## config.mk

```make
export PLATFORM = sky130hd
export DESIGN_NAME = contiguous_ring_write_allocator_flat
export DESIGN_NICKNAME = d
export VERILOG_FILES = /design/src/design/crwa_pkg.sv /design/src/design/crwa_if.sv /design/src/design/crwa_cfg.sv /design/src/design/crwa_mod.sv /design/src/design/contiguous_ring_write_allocator.sv /design/src/flat_wrapper.sv
export SDC_FILE = /design/constraint.sdc
export NUM_CORES = 1
export LEC_CHECK = 0
export BUFFER_PORTS_ARGS = -buffer_cell sky130_fd_sc_hd__buf_2
export CAP_MARGIN = 20
export CORE_MARGIN = 2
export CORE_UTILIZATION = 65
export CTS_CLUSTER_DIAMETER = 120
export CTS_CLUSTER_SIZE = 10
export DETAILED_ROUTE_END_ITERATION = 10
export HOLD_SLACK_MARGIN = 0.15
export PLACE_DENSITY = 0.82
export SLEW_MARGIN = 40
export SYNTH_ARGS = -nofsm -noshare
export SYNTH_HDL_FRONTEND = slang
export SYNTH_SLANG_ARGS = --single-unit
export TNS_END_PERCENT = 100
```

## constraint.sdc

```tcl
create_clock -name clk -period 19.1 [get_ports clk]
set_clock_uncertainty 0.05 [all_clocks]
set_input_delay 0.955 -clock clk [delete_from_list [all_inputs] [get_ports clk]]
set_output_delay 0.955 -clock clk [all_outputs]
set_load 0.03 [all_outputs]
```

## src/design/crwa_pkg.sv

```systemverilog
`default_nettype none
package crwa_pkg;

	localparam int FIELD_W      = 17;
	localparam int SUM_W        = FIELD_W + 1;
	localparam int SLOT_COUNT   = 16;
	localparam int SLOT_W       = $clog2(SLOT_COUNT);
	localparam int CNT_W        = $clog2(SLOT_COUNT + 1);
	localparam int USED_W       = 5;
	localparam int HEADER_BYTES = 4;
	localparam int NUM_REGS     = 3;
	localparam int ADDR_W       = $clog2(NUM_REGS * 4);
	localparam int REG_IDX_W    = ADDR_W - 2;
	localparam int MOD_CNT_W    = $clog2(SUM_W);

	localparam logic [FIELD_W-1:0] RING_BYTES_MAX = 17'd65536;
	localparam logic [FIELD_W-1:0] RING_BYTES_MIN = 17'd2;
	localparam logic [FIELD_W-1:0] SAT17          = '1;

	localparam logic [FIELD_W-1:0] BUF_RST = 17'd65536;
	localparam logic               BIN_RST = 1'b1;
	localparam logic [FIELD_W-1:0] THR_RST = 17'd16384;

	localparam logic [1:0] MODE_PREP = 2'd0;
	localparam logic [1:0] MODE_COMMIT = 2'd1;
	localparam logic [1:0] MODE_REL = 2'd2;
	localparam logic [1:0] MODE_NONE = 2'd3;

	localparam logic [1:0] ST_OK = 2'd0;
	localparam logic [1:0] ST_RING_FULL = 2'd1;
	localparam logic [1:0] ST_QFULL = 2'd2;
	localparam logic [1:0] ST_QEMPTY = 2'd3;

	localparam logic [REG_IDX_W-1:0] REG_BUF = 2'd0;
	localparam logic [REG_IDX_W-1:0] REG_BIN = 2'd1;
	localparam logic [REG_IDX_W-1:0] REG_THR = 2'd2;

	typedef struct packed {
		logic [FIELD_W-1:0] size;
		logic               bin;
		logic [FIELD_W-1:0] thr;
	} cfg_t;

	typedef struct packed {
		logic               start;
		logic               ack;
		logic [SUM_W-1:0]   dividend;
		logic [FIELD_W-1:0] divisor;
	} mod_req_t;

	typedef struct packed {
		logic               done;
		logic [FIELD_W-1:0] rem;
	} mod_rsp_t;

endpackage
`default_nettype wire

```

## src/design/crwa_if.sv

```systemverilog
`default_nettype none
interface crwa_in_if import crwa_pkg::*; ();
	logic               valid;
	logic               ready;
	logic [1:0]         mode;
	logic [FIELD_W-1:0] byte_count;
	logic [FIELD_W-1:0] skipped_gap;
	logic               allow_zero_copy;

	modport source (output valid, mode, byte_count, skipped_gap, allow_zero_copy, input ready);
	modport sink (input valid, mode, byte_count, skipped_gap, allow_zero_copy, output ready);
endinterface

interface crwa_out_if import crwa_pkg::*; ();
	logic               valid;
	logic               ready;
	logic [1:0]         status;
	logic [FIELD_W-1:0] offset;
	logic [FIELD_W-1:0] gap_out;
	logic [FIELD_W-1:0] length_prefix;
	logic               zero_copy;
	logic [FIELD_W-1:0] frame_length;
	logic [USED_W-1:0]  slots_used;

	modport source (output valid, status, offset, gap_out, length_prefix, zero_copy,
		frame_length, slots_used, input ready);
	modport sink (input valid, status, offset, gap_out, length_prefix, zero_copy,
		frame_length, slots_used, output ready);
endinterface
`default_nettype wire

```

## src/design/crwa_cfg.sv

```systemverilog
`default_nettype none
module crwa_cfg import crwa_pkg::*; (
	input  wire logic              clk,
	input  wire logic              arst_n,
	input  wire logic              psel,
	input  wire logic              penable,
	input  wire logic              pwrite,
	input  wire logic [ADDR_W-1:0] paddr,
	input  wire logic [31:0]       pwdata,
	output logic [31:0]            prdata,
	output logic                   pready,
	output cfg_t                   cfg
);

	logic [FIELD_W-1:0]   buf_q;
	logic                 bin_q;
	logic [FIELD_W-1:0]   thr_q;
	logic [FIELD_W-1:0]   size_q;
	logic [FIELD_W-1:0]   wdata17;
	logic [FIELD_W-1:0]   clamped;
	logic [REG_IDX_W-1:0] idx;
	logic                 wr;

	assign pready  = 1'b1;
	assign idx     = paddr[ADDR_W-1:2];
	assign wr      = psel && penable && pwrite;
	assign wdata17 = pwdata[FIELD_W-1:0];

	always_comb begin
		if (wdata17 < RING_BYTES_MIN) begin
			clamped = RING_BYTES_MIN;
		end else if (wdata17 > RING_BYTES_MAX) begin
			clamped = RING_BYTES_MAX;
		end else begin
			clamped = wdata17;
		end
	end

	always_ff @(posedge clk or negedge arst_n) begin
		if (!arst_n) begin
			buf_q  <= BUF_RST;
			bin_q  <= BIN_RST;
			thr_q  <= THR_RST;
			size_q <= BUF_RST;
		end else if (wr) begin
			case (idx)
				REG_BUF: begin
					buf_q  <= wdata17;
					size_q <= clamped;
				end
				REG_BIN: bin_q <= pwdata[0];
				REG_THR: thr_q <= wdata17;
				default: ;
			endcase
		end
	end

	always_comb begin
		case (idx)
			REG_BUF: prdata = 32'(buf_q);
			REG_BIN: prdata = 32'(bin_q);
			REG_THR: prdata = 32'(thr_q);
			default: prdata = '0;
		endcase
	end

	assign cfg.size = size_q;
	assign cfg.bin  = bin_q;
	assign cfg.thr  = thr_q;

endmodule
`default_nettype wire

```

## src/design/crwa_mod.sv

```systemverilog
`default_nettype none
module crwa_mod import crwa_pkg::*; (
	input  wire logic clk,
	input  wire logic arst_n,
	input  mod_req_t  req,
	output mod_rsp_t  rsp
);

	typedef enum logic [1:0] {IDLE, RUN, DONE} mod_state_t;

	mod_state_t           state_q;
	logic [MOD_CNT_W-1:0] cnt_q;
	logic [SUM_W-1:0]     dvd_q;
	logic [FIELD_W-1:0]   div_q;
	logic [FIELD_W-1:0]   rem_q;
	logic [SUM_W-1:0]     rem_sh;
	logic [FIELD_W-1:0]   rem_nxt;

	// one quotient bit per cycle, restoring
	always_comb begin
		rem_sh = {rem_q, dvd_q[SUM_W-1]};
		if (rem_sh >= {1'b0, div_q}) begin
			rem_nxt = FIELD_W'(rem_sh - {1'b0, div_q});
		end else begin
			rem_nxt = rem_sh[FIELD_W-1:0];
		end
	end

	always_ff @(posedge clk or negedge arst_n) begin
		if (!arst_n) begin
			state_q <= IDLE;
			cnt_q   <= '0;
		end else begin
			case (state_q)
				IDLE: begin
					if (req.start) begin
						state_q <= RUN;
						cnt_q   <= '0;
					end
				end
				RUN: begin
					cnt_q <= cnt_q + 1'b1;
					if (cnt_q == MOD_CNT_W'(SUM_W - 1)) begin
						state_q <= DONE;
					end
				end
				DONE: begin
					if (req.ack) begin
						state_q <= IDLE;
					end
				end
				default: state_q <= IDLE;
			endcase
		end
	end

	always_ff @(posedge clk) begin
		if (state_q == IDLE) begin
			dvd_q <= req.dividend;
			div_q <= req.divisor;
			rem_q <= '0;
		end else if (state_q == RUN) begin
			dvd_q <= {dvd_q[SUM_W-2:0], 1'b0};
			rem_q <= rem_nxt;
		end
	end

	assign rsp.done = (state_q == DONE);
	assign rsp.rem  = rem_q;

endmodule
`default_nettype wire

```

## src/design/contiguous_ring_write_allocator.sv

```systemverilog
// A beat accepted into the input register moves to the registered result stage when it advances.
// Throughput: one beat per cycle while the output is not stalled, set by the single input
//   and result register pair. A release whose new tail needs reduction past twice the ring
//   size holds the input stage in the bit-serial remainder unit until its remainder is done.
// Reset (arst_n, async, active low): clears offsets, slot pointers, slot count,
//   stage valids and registers to defaults; the slot store is not cleared.
`default_nettype none
module contiguous_ring_write_allocator import crwa_pkg::*; (
	input  wire logic              clk,
	input  wire logic              arst_n,
	input  wire logic              psel,
	input  wire logic              penable,
	input  wire logic              pwrite,
	input  wire logic [ADDR_W-1:0] paddr,
	input  wire logic [31:0]       pwdata,
	output logic [31:0]            prdata,
	output logic                   pready,
	crwa_in_if.sink                in_ch,
	crwa_out_if.source             out_ch
);

	cfg_t     cfg;
	mod_req_t mod_req;
	mod_rsp_t mod_rsp;

	logic               vld_s1;
	logic [1:0]         mode_s1;
	logic [FIELD_W-1:0] count_s1;
	logic [FIELD_W-1:0] gap_s1;
	logic               allow_s1;

	logic               vld_s2;
	logic [1:0]         status_s2;
	logic [FIELD_W-1:0] offset_s2;
	logic [FIELD_W-1:0] gap_out_s2;
	logic [FIELD_W-1:0] prefix_s2;
	logic               zc_s2;
	logic [FIELD_W-1:0] flen_s2;
	logic [USED_W-1:0]  used_s2;

	logic [FIELD_W-1:0] head_q;
	logic [FIELD_W-1:0] tail_q;
	logic [SLOT_W-1:0]  wr_ptr_q;
	logic [SLOT_W-1:0]  rd_ptr_q;
	logic [CNT_W-1:0]   cnt_q;

	logic [FIELD_W-1:0] slot_gap_q [SLOT_COUNT];
	logic [FIELD_W-1:0] slot_len_q [SLOT_COUNT];
	logic               slot_zc_q  [SLOT_COUNT];

	logic               out_free;
	logic               advance;
	logic               need_slow;
	logic               slot_wr;

	logic [FIELD_W-1:0] at_end;
	logic [SUM_W-1:0]   c_total;
	logic [FIELD_W-1:0] c_flen;
	logic [SUM_W-1:0]   c_head_sum;
	logic [FIELD_W-1:0] r_gap;
	logic [FIELD_W-1:0] r_len;
	logic               r_zc;
	logic [FIELD_W-1:0] r_base;
	logic [SUM_W-1:0]   r_sum;
	logic [SUM_W-1:0]   size2;

	logic [1:0]         res_status;
	logic [FIELD_W-1:0] res_offset;
	logic [FIELD_W-1:0] res_gap;
	logic [FIELD_W-1:0] res_prefix;
	logic               res_zc;
	logic [FIELD_W-1:0] res_flen;
	logic [FIELD_W-1:0] head_nxt;
	logic [FIELD_W-1:0] tail_nxt;
	logic [SLOT_W-1:0]  wr_ptr_nxt;
	logic [SLOT_W-1:0]  rd_ptr_nxt;
	logic [CNT_W-1:0]   cnt_nxt;

	crwa_cfg u_cfg (
		.clk     (clk),
		.arst_n  (arst_n),
		.psel    (psel),
		.penable (penable),
		.pwrite  (pwrite),
		.paddr   (paddr),
		.pwdata  (pwdata),
		.prdata  (prdata),
		.pready  (pready),
		.cfg     (cfg)
	);

	crwa_mod u_mod (
		.clk    (clk),
		.arst_n (arst_n),
		.req    (mod_req),
		.rsp    (mod_rsp)
	);

	assign at_end     = (head_q <= cfg.size) ? FIELD_W'(cfg.size - head_q) : '0;
	assign c_total    = {1'b0, count_s1} + (cfg.bin ? SUM_W'(HEADER_BYTES) : '0);
	assign c_flen     = c_total[SUM_W-1] ? SAT17 : c_total[FIELD_W-1:0];
	assign c_head_sum = {1'b0, head_q} + {1'b0, c_flen};
	assign r_gap      = slot_gap_q[rd_ptr_q];
	assign r_len      = slot_len_q[rd_ptr_q];
	assign r_zc       = slot_zc_q[rd_ptr_q];
	assign r_base     = (r_gap != '0) ? '0 : tail_q;
	assign r_sum      = {1'b0, r_base} + {1'b0, r_len};
	assign size2      = {cfg.size, 1'b0};

	assign need_slow = vld_s1 && (mode_s1 == MODE_REL) && (cnt_q != '0) &&
		(r_len != '0) && (r_sum >= size2);

	assign out_free    = !vld_s2 || out_ch.ready;
	assign advance     = vld_s1 && out_free && (!need_slow || mod_rsp.done);
	assign in_ch.ready = !vld_s1 || advance;

	assign mod_req.start    = need_slow;
	assign mod_req.ack      = advance && need_slow;
	assign mod_req.dividend = r_sum;
	assign mod_req.divisor  = cfg.size;

	always_comb begin
		res_status = ST_OK;
		res_offset = '0;
		res_gap    = '0;
		res_prefix = '0;
		res_zc     = 1'b0;
		res_flen   = '0;
		head_nxt   = head_q;
		tail_nxt   = tail_q;
		wr_ptr_nxt = wr_ptr_q;
		rd_ptr_nxt = rd_ptr_q;
		cnt_nxt    = cnt_q;
		slot_wr    = 1'b0;
		case (mode_s1)
			MODE_PREP: begin
				if (count_s1 <= at_end) begin
					if (tail_q > head_q && count_s1 >= FIELD_W'(tail_q - head_q)) begin
						res_status = ST_RING_FULL;
					end
				end else if (tail_q > head_q || tail_q == '0 || count_s1 >= tail_q) begin
					res_status = ST_RING_FULL;
				end else begin
					res_gap  = at_end;
					head_nxt = '0;
				end
				res_offset = head_nxt;
			end
			MODE_COMMIT: begin
				res_offset = head_q;
				if (cnt_q >= CNT_W'(SLOT_COUNT)) begin
					res_status = ST_QFULL;
				end else begin
					res_flen   = c_flen;
					res_prefix = cfg.bin ? count_s1 : '0;
					res_zc     = allow_s1 && cfg.bin && (c_flen > cfg.thr);
					head_nxt   = c_head_sum[SUM_W-1] ? SAT17 : c_head_sum[FIELD_W-1:0];
					wr_ptr_nxt = (wr_ptr_q == SLOT_W'(SLOT_COUNT - 1)) ? '0 : wr_ptr_q + 1'b1;
					cnt_nxt    = cnt_q + 1'b1;
					slot_wr    = 1'b1;
				end
			end
			MODE_REL: begin
				if (cnt_q == '0) begin
					res_status = ST_QEMPTY;
				end else begin
					res_gap  = r_gap;
					res_flen = r_len;
					res_zc   = r_zc;
					if (r_len == '0) begin
						tail_nxt = r_base;
					end else if (r_sum < {1'b0, cfg.size}) begin
						tail_nxt = r_sum[FIELD_W-1:0];
					end else if (r_sum < size2) begin
						tail_nxt = FIELD_W'(r_sum - {1'b0, cfg.size});
					end else begin
						tail_nxt = mod_rsp.rem;
					end
					rd_ptr_nxt = (rd_ptr_q == SLOT_W'(SLOT_COUNT - 1)) ? '0 : rd_ptr_q + 1'b1;
					cnt_nxt    = cnt_q - 1'b1;
				end
				res_offset = tail_nxt;
			end
			default: ;
		endcase
	end

	always_ff @(posedge clk or negedge arst_n) begin
		if (!arst_n) begin
			vld_s1   <= 1'b0;
			vld_s2   <= 1'b0;
			head_q   <= '0;
			tail_q   <= '0;
			wr_ptr_q <= '0;
			rd_ptr_q <= '0;
			cnt_q    <= '0;
		end else begin
			if (in_ch.ready) begin
				vld_s1 <= in_ch.valid;
			end
			if (advance && mode_s1 != MODE_NONE) begin
				vld_s2 <= 1'b1;
			end else if (out_ch.ready) begin
				vld_s2 <= 1'b0;
			end
			if (advance) begin
				head_q   <= head_nxt;
				tail_q   <= tail_nxt;
				wr_ptr_q <= wr_ptr_nxt;
				rd_ptr_q <= rd_ptr_nxt;
				cnt_q    <= cnt_nxt;
			end
		end
	end

	always_ff @(posedge clk) begin
		if (in_ch.ready && in_ch.valid) begin
			mode_s1  <= in_ch.mode;
			count_s1 <= in_ch.byte_count;
			gap_s1   <= in_ch.skipped_gap;
			allow_s1 <= in_ch.allow_zero_copy;
		end
		if (advance) begin
			status_s2  <= res_status;
			offset_s2  <= res_offset;
			gap_out_s2 <= res_gap;
			prefix_s2  <= res_prefix;
			zc_s2      <= res_zc;
			flen_s2    <= res_flen;
			used_s2    <= USED_W'(cnt_nxt);
		end
		if (advance && slot_wr) begin
			slot_gap_q[wr_ptr_q] <= gap_s1;
			slot_len_q[wr_ptr_q] <= c_flen;
			slot_zc_q[wr_ptr_q]  <= res_zc;
		end
	end

	assign out_ch.valid         = vld_s2;
	assign out_ch.status        = status_s2;
	assign out_ch.offset        = offset_s2;
	assign out_ch.gap_out       = gap_out_s2;
	assign out_ch.length_prefix = prefix_s2;
	assign out_ch.zero_copy     = zc_s2;
	assign out_ch.frame_length  = flen_s2;
	assign out_ch.slots_used    = used_s2;

endmodule
`default_nettype wire

```

## src/flat_wrapper.sv

```systemverilog
// flat-port wrapper written by rule: the top's interface ports become plain ports
module contiguous_ring_write_allocator_flat import crwa_pkg::*;
  (clk, arst_n, psel, penable, pwrite, paddr, pwdata, prdata, pready, in_ch_valid, in_ch_mode, in_ch_byte_count, in_ch_skipped_gap, in_ch_allow_zero_copy, in_ch_ready, out_ch_valid, out_ch_status, out_ch_offset, out_ch_gap_out, out_ch_length_prefix, out_ch_zero_copy, out_ch_frame_length, out_ch_slots_used, out_ch_ready);
  crwa_in_if in_ch_i ();
  crwa_out_if out_ch_i ();
  input  wire logic clk;
  input  wire logic arst_n;
  input  wire logic psel;
  input  wire logic penable;
  input  wire logic pwrite;
  input  wire logic [ADDR_W-1:0] paddr;
  input  wire logic [31:0] pwdata;
  output logic [31:0] prdata;
  output logic pready;
  input wire logic [$bits(in_ch_i.valid)-1:0] in_ch_valid;
  input wire logic [$bits(in_ch_i.mode)-1:0] in_ch_mode;
  input wire logic [$bits(in_ch_i.byte_count)-1:0] in_ch_byte_count;
  input wire logic [$bits(in_ch_i.skipped_gap)-1:0] in_ch_skipped_gap;
  input wire logic [$bits(in_ch_i.allow_zero_copy)-1:0] in_ch_allow_zero_copy;
  output wire logic [$bits(in_ch_i.ready)-1:0] in_ch_ready;
  output wire logic [$bits(out_ch_i.valid)-1:0] out_ch_valid;
  output wire logic [$bits(out_ch_i.status)-1:0] out_ch_status;
  output wire logic [$bits(out_ch_i.offset)-1:0] out_ch_offset;
  output wire logic [$bits(out_ch_i.gap_out)-1:0] out_ch_gap_out;
  output wire logic [$bits(out_ch_i.length_prefix)-1:0] out_ch_length_prefix;
  output wire logic [$bits(out_ch_i.zero_copy)-1:0] out_ch_zero_copy;
  output wire logic [$bits(out_ch_i.frame_length)-1:0] out_ch_frame_length;
  output wire logic [$bits(out_ch_i.slots_used)-1:0] out_ch_slots_used;
  input wire logic [$bits(out_ch_i.ready)-1:0] out_ch_ready;
  assign in_ch_i.valid = in_ch_valid;
  assign in_ch_i.mode = in_ch_mode;
  assign in_ch_i.byte_count = in_ch_byte_count;
  assign in_ch_i.skipped_gap = in_ch_skipped_gap;
  assign in_ch_i.allow_zero_copy = in_ch_allow_zero_copy;
  assign in_ch_ready = in_ch_i.ready;
  assign out_ch_valid = out_ch_i.valid;
  assign out_ch_status = out_ch_i.status;
  assign out_ch_offset = out_ch_i.offset;
  assign out_ch_gap_out = out_ch_i.gap_out;
  assign out_ch_length_prefix = out_ch_i.length_prefix;
  assign out_ch_zero_copy = out_ch_i.zero_copy;
  assign out_ch_frame_length = out_ch_i.frame_length;
  assign out_ch_slots_used = out_ch_i.slots_used;
  assign out_ch_i.ready = out_ch_ready;
  contiguous_ring_write_allocator u_core (.clk(clk), .arst_n(arst_n), .psel(psel), .penable(penable), .pwrite(pwrite), .paddr(paddr), .pwdata(pwdata), .prdata(prdata), .pready(pready), .in_ch(in_ch_i), .out_ch(out_ch_i));
endmodule
```

==> results.sh <==
export IMPL_synthDistinctLibCells=86
export IMPL_setup_viol=0
export IMPL_io_buffers=157
export IMPL_crit_top_cell="nor2_1"
export IMPL_synth_edff_count=708
export IMPL_place_gp_congestion=1.112
export IMPL_async_flop_share_pct=12.97
export IMPL_drv_cap=0
export IMPL_critPathLaunchType="flip-flop"
export IMPL_fmax_mhz=79.44
export IMPL_arrival_ns=11.58
export IMPL_fin_nets=3350
export IMPL_antenna_found_initial=2
export IMPL_p_per_area_nw_per_um2=160.8
export IMPL_syn_area_um2=40110
export IMPL_p_seq_share_pct=34.8
export IMPL_globalRoute_totalOverflow=0
export IMPL_core_area_um2=61370
export IMPL_clock_sinks=833
export IMPL_worstSetupEndpointType="output pin"
export IMPL_comb_power_share_pct=42.2
export IMPL_dieHeight_um=252.4
export IMPL_synth_area_per_cell_um2=14.01
export IMPL_placementRows=91
export IMPL_swShare_pct=39.53
export IMPL_ff2ff_setup_slack_ns=6.52
export IMPL_synth_compound_area_share_pct=8.905
export IMPL_grt_use_total_pct=38.13
export IMPL_hold_viol_final=0
export IMPL_avgRoutedWirePerCell_um=30.64
export IMPL_reg2regPathDepth=33
export IMPL_num_io_pins=191
export IMPL_synthAdderAreaFrac_pct=6.631
export IMPL_fillers=3863
export IMPL_p_int_w=0.004325
export IMPL_clk_insertion_delay_late_ns=0.67
export IMPL_ir_drop_uv=93.14
export IMPL_grt_max_degree=82
export IMPL_synth_simple_area_share_pct=7.813
export IMPL_cts_root_buffer="clkbuf_16"
export IMPL_p_total_w=0.007152
export IMPL_die_area_um2=63720
export IMPL_postLayoutSetupSlackWorst_ns=6.512
export IMPL_path_class="flip-flop to output pin"
export IMPL_via_per_inst=6.860
export IMPL_path_max_fanout=60
export IMPL_area_delta_synth_final_pct=10.84
export IMPL_power_switching_w=0.002827
export IMPL_status="complete, no violations"
export IMPL_finalSetupTns_ns=0
export IMPL_hold_buffers=0
export IMPL_ctsLongestPathBuffers=3
export IMPL_cts_tree="done"
export IMPL_postRouteAntennaNets=0
export IMPL_dpl_hpwl_um=78620
export IMPL_htreeDepth=3
export IMPL_syn_inst=2864
export IMPL_numCtsBuffers=93
export IMPL_layout_common_cells="edfxtp_1, nand2_1, ha_1"
export IMPL_cp_slowest_cell="a2111oi_1"
export IMPL_final_util_pct=72.45
export IMPL_rsz0062_at_grt="no"
export IMPL_synth_seq_cells=833
export IMPL_synth_ff_type="edfxtp_1"
export IMPL_required_ns=18.10
export IMPL_drive_above_1_share_pct=17.30
export IMPL_vias=26800
export IMPL_initial_utilization_pct=65.37
export IMPL_cts_resized=0
export IMPL_worstHoldPathType="primary input to asynchronous set/reset pin"
export IMPL_drt_iter0_drc=3458
export IMPL_synth_xor_xnor_area_share_pct=1.878
export IMPL_power_frac_clock_pct=23.0
export IMPL_die_w_um=252.4
export IMPL_routed_wl_um=119700
export IMPL_synth_top_family_by_area="multiplexers"
export IMPL_r2r_start="u_core.rd_ptr_q[1]"
export IMPL_reg2reg_to="u_core.slot_gap_q[3][10]"
export IMPL_ys_warn_count=0
export IMPL_tightest_slew_ns=0.9409
export IMPL_min_period_over_period_pct=65.90
export IMPL_fin_crit_ns=12.59
export IMPL_grt_pass1_vias=26530
export IMPL_final_common_cell="edfxtp_1"
export IMPL_drv_slew=0
export IMPL_grt_pass1_wl_um=174100
export IMPL_muxShareOfSynthArea_pct=11.00
export IMPL_seq_area_frac_synth_pct=60.60
export IMPL_dp_slack_ns=6.734
export IMPL_cp_slowest_stage_delay_ns=0.83
export IMPL_p_leak_nw=16.97
export IMPL_clkTransAtPathRegs_ns=0.06
export IMPL_post_cts_setup_buffers=0
export IMPL_drc=0
export IMPL_slew_headroom_pct=37.15
export IMPL_firstDrtPassIters=6
cell families (layout without fill, tap and decap cells):
logic type / Yosys count / count (layout)
fa+ha+maj: 209 / 209
xor+xnor: 86 / 86
mux: 234 / 234
compound gates: 549 / 549
other cells: 2 / 18
flops: 833 / 833
buf+inv: 274 / 511
simple gates: 677 / 677
how the worst max path moves through the flow:
| stage | from | endpoint | depth (start not counted) |
|---|---|---|---|
| 2_1_floorplan | u_core.rd_ptr_q[1] | u_core.slot_gap_q[10][0] | 38 |
| 3_3_place_gp | u_core.rd_ptr_q[1] | u_core.slot_len_q[3][11] | 32 |
| 3_5_place_dp | u_core.rd_ptr_q[1] | u_core.slot_len_q[3][12] | 33 |
| 4_1_cts | u_core.rd_ptr_q[1] | in_ch_ready | 30 |
| 5_1_grt | u_core.rd_ptr_q[1] | in_ch_ready | 30 |
| 6_report | u_core.rd_ptr_q[1] | in_ch_ready | 30 |
area by class of cell:
class | count | area [µm²] | share of cell area, %
sequential | 833 | 24320 | 54.69
inverter | 157 | 590.6 | 1.328
timing repair buffer | 205 | 1192 | 2.682
clock inverter | 7 | 178.9 | 0.4024
tap | 790 | 988.4 | 2.223
multi-input combinational | 1771 | 14660 | 32.97
antenna | 2 | 5.005 | 0.01126
clock buffer | 142 | 2532 | 5.695
metrics by stage:
stage / hold slack [ns] / instance area [µm²] / std cells
after global placement: 0.3984 / 41690 / 3755
after floorplan: 0.3888 / 40170 / 2878
after CTS: 0.3830 / 44440 / 3905
final: 0.2472 / 44470 / 3907
after detailed placement: 0.4006 / 41730 / 3756
after global routing: 0.2718 / 44460 / 3905
Yosys cell counts, drive strengths merged (39+ instances only):
| library cell | n | area (µm²) |
|---|---|---|
| mux2i | 59 | 590.6 |
| nor2 | 159 | 604.3 |
| o21ai | 164 | 820.8 |
| dfrtp | 104 | 2603 |
| a21oi | 102 | 521.8 |
| clkbuf | 59 | 221.5 |
| inv | 154 | 578.1 |
| a22oi | 50 | 375.4 |
| buf | 58 | 456.7 |
| nand2 | 283 | 1070 |
| nand3 | 39 | 195.2 |
| mux4 | 161 | 3664 |
| a21o | 68 | 510.5 |
| edfxtp | 708 | 21260 |
| ha | 203 | 2540 |
| xnor2 | 52 | 455.4 |
registers in the layout (all words and copies together) (netlist names), 5 cells and up:
name / count
u_core.slot_zc_q: 16
u_core.out_ch.length_prefix: 17
u_core.out_ch.gap_out: 17
u_core.u_cfg.buf_q: 17
u_core.head_q: 17
u_core.u_mod.div_q: 17
u_core.out_ch.offset: 17
u_core.u_mod.cnt_q: 5
u_core.count_s1: 17
u_core.tail_q: 17
u_core.slot_len_q: 272
u_core.u_cfg.size_q: 17
u_core.slot_gap_q: 272
u_core.cnt_q: 5
u_core.gap_s1: 17
u_core.u_cfg.thr_q: 17
u_core.u_mod.dvd_q: 18
u_core.u_mod.rem_q: 17
u_core.out_ch.frame_length: 17
u_core.out_ch.slots_used: 5
power by group through the flow:
| stage | combinational [W] | clock [W] | sequential [W] |
|---|---|---|---|
| floorplan | 0.00206 | 0 | 0.00247 |
| global placement | 0.00283 | 0 | 0.00249 |
| detailed placement | 0.00293 | 0 | 0.00251 |
| CTS | 0.00296 | 0.00165 | 0.00247 |
| global route | 0.00324 | 0.00172 | 0.00250 |
| finish | 0.00302 | 0.00164 | 0.00249 |
critical path: cells and delay by family, from the launching register on:
| kind | cells | cell delay (ns) |
|---|---|---|
| simple gates | 11 | 3.28 |
| compound gates | 7 | 2.45 |
| buf+inv | 6 | 2.12 |
| fa+ha+maj | 3 | 0.90 |
| flops | 1 | 0.78 |
| mux | 2 | 0.74 |
| xor+xnor | 1 | 0.51 |
routing by layer:
| layer | vias up | track usage, % | wire (µm) | part of all wire, % |
|---|---|---|---|---|
| li1 | 11280 | - | - | - |
| met2 | 1800 | 62.41 | 58220 | 49 |
| met5 | - | 0 | 7 | 0.0058 |
| met3 | 440 | 7.024 | 10910 | 9.1 |
| met4 | 2 | 20.98 | 7838 | 6.5 |
| met1 | 13280 | 48.68 | 42740 | 36 |
No activity file was read; power rests on OpenSTA's default activity.
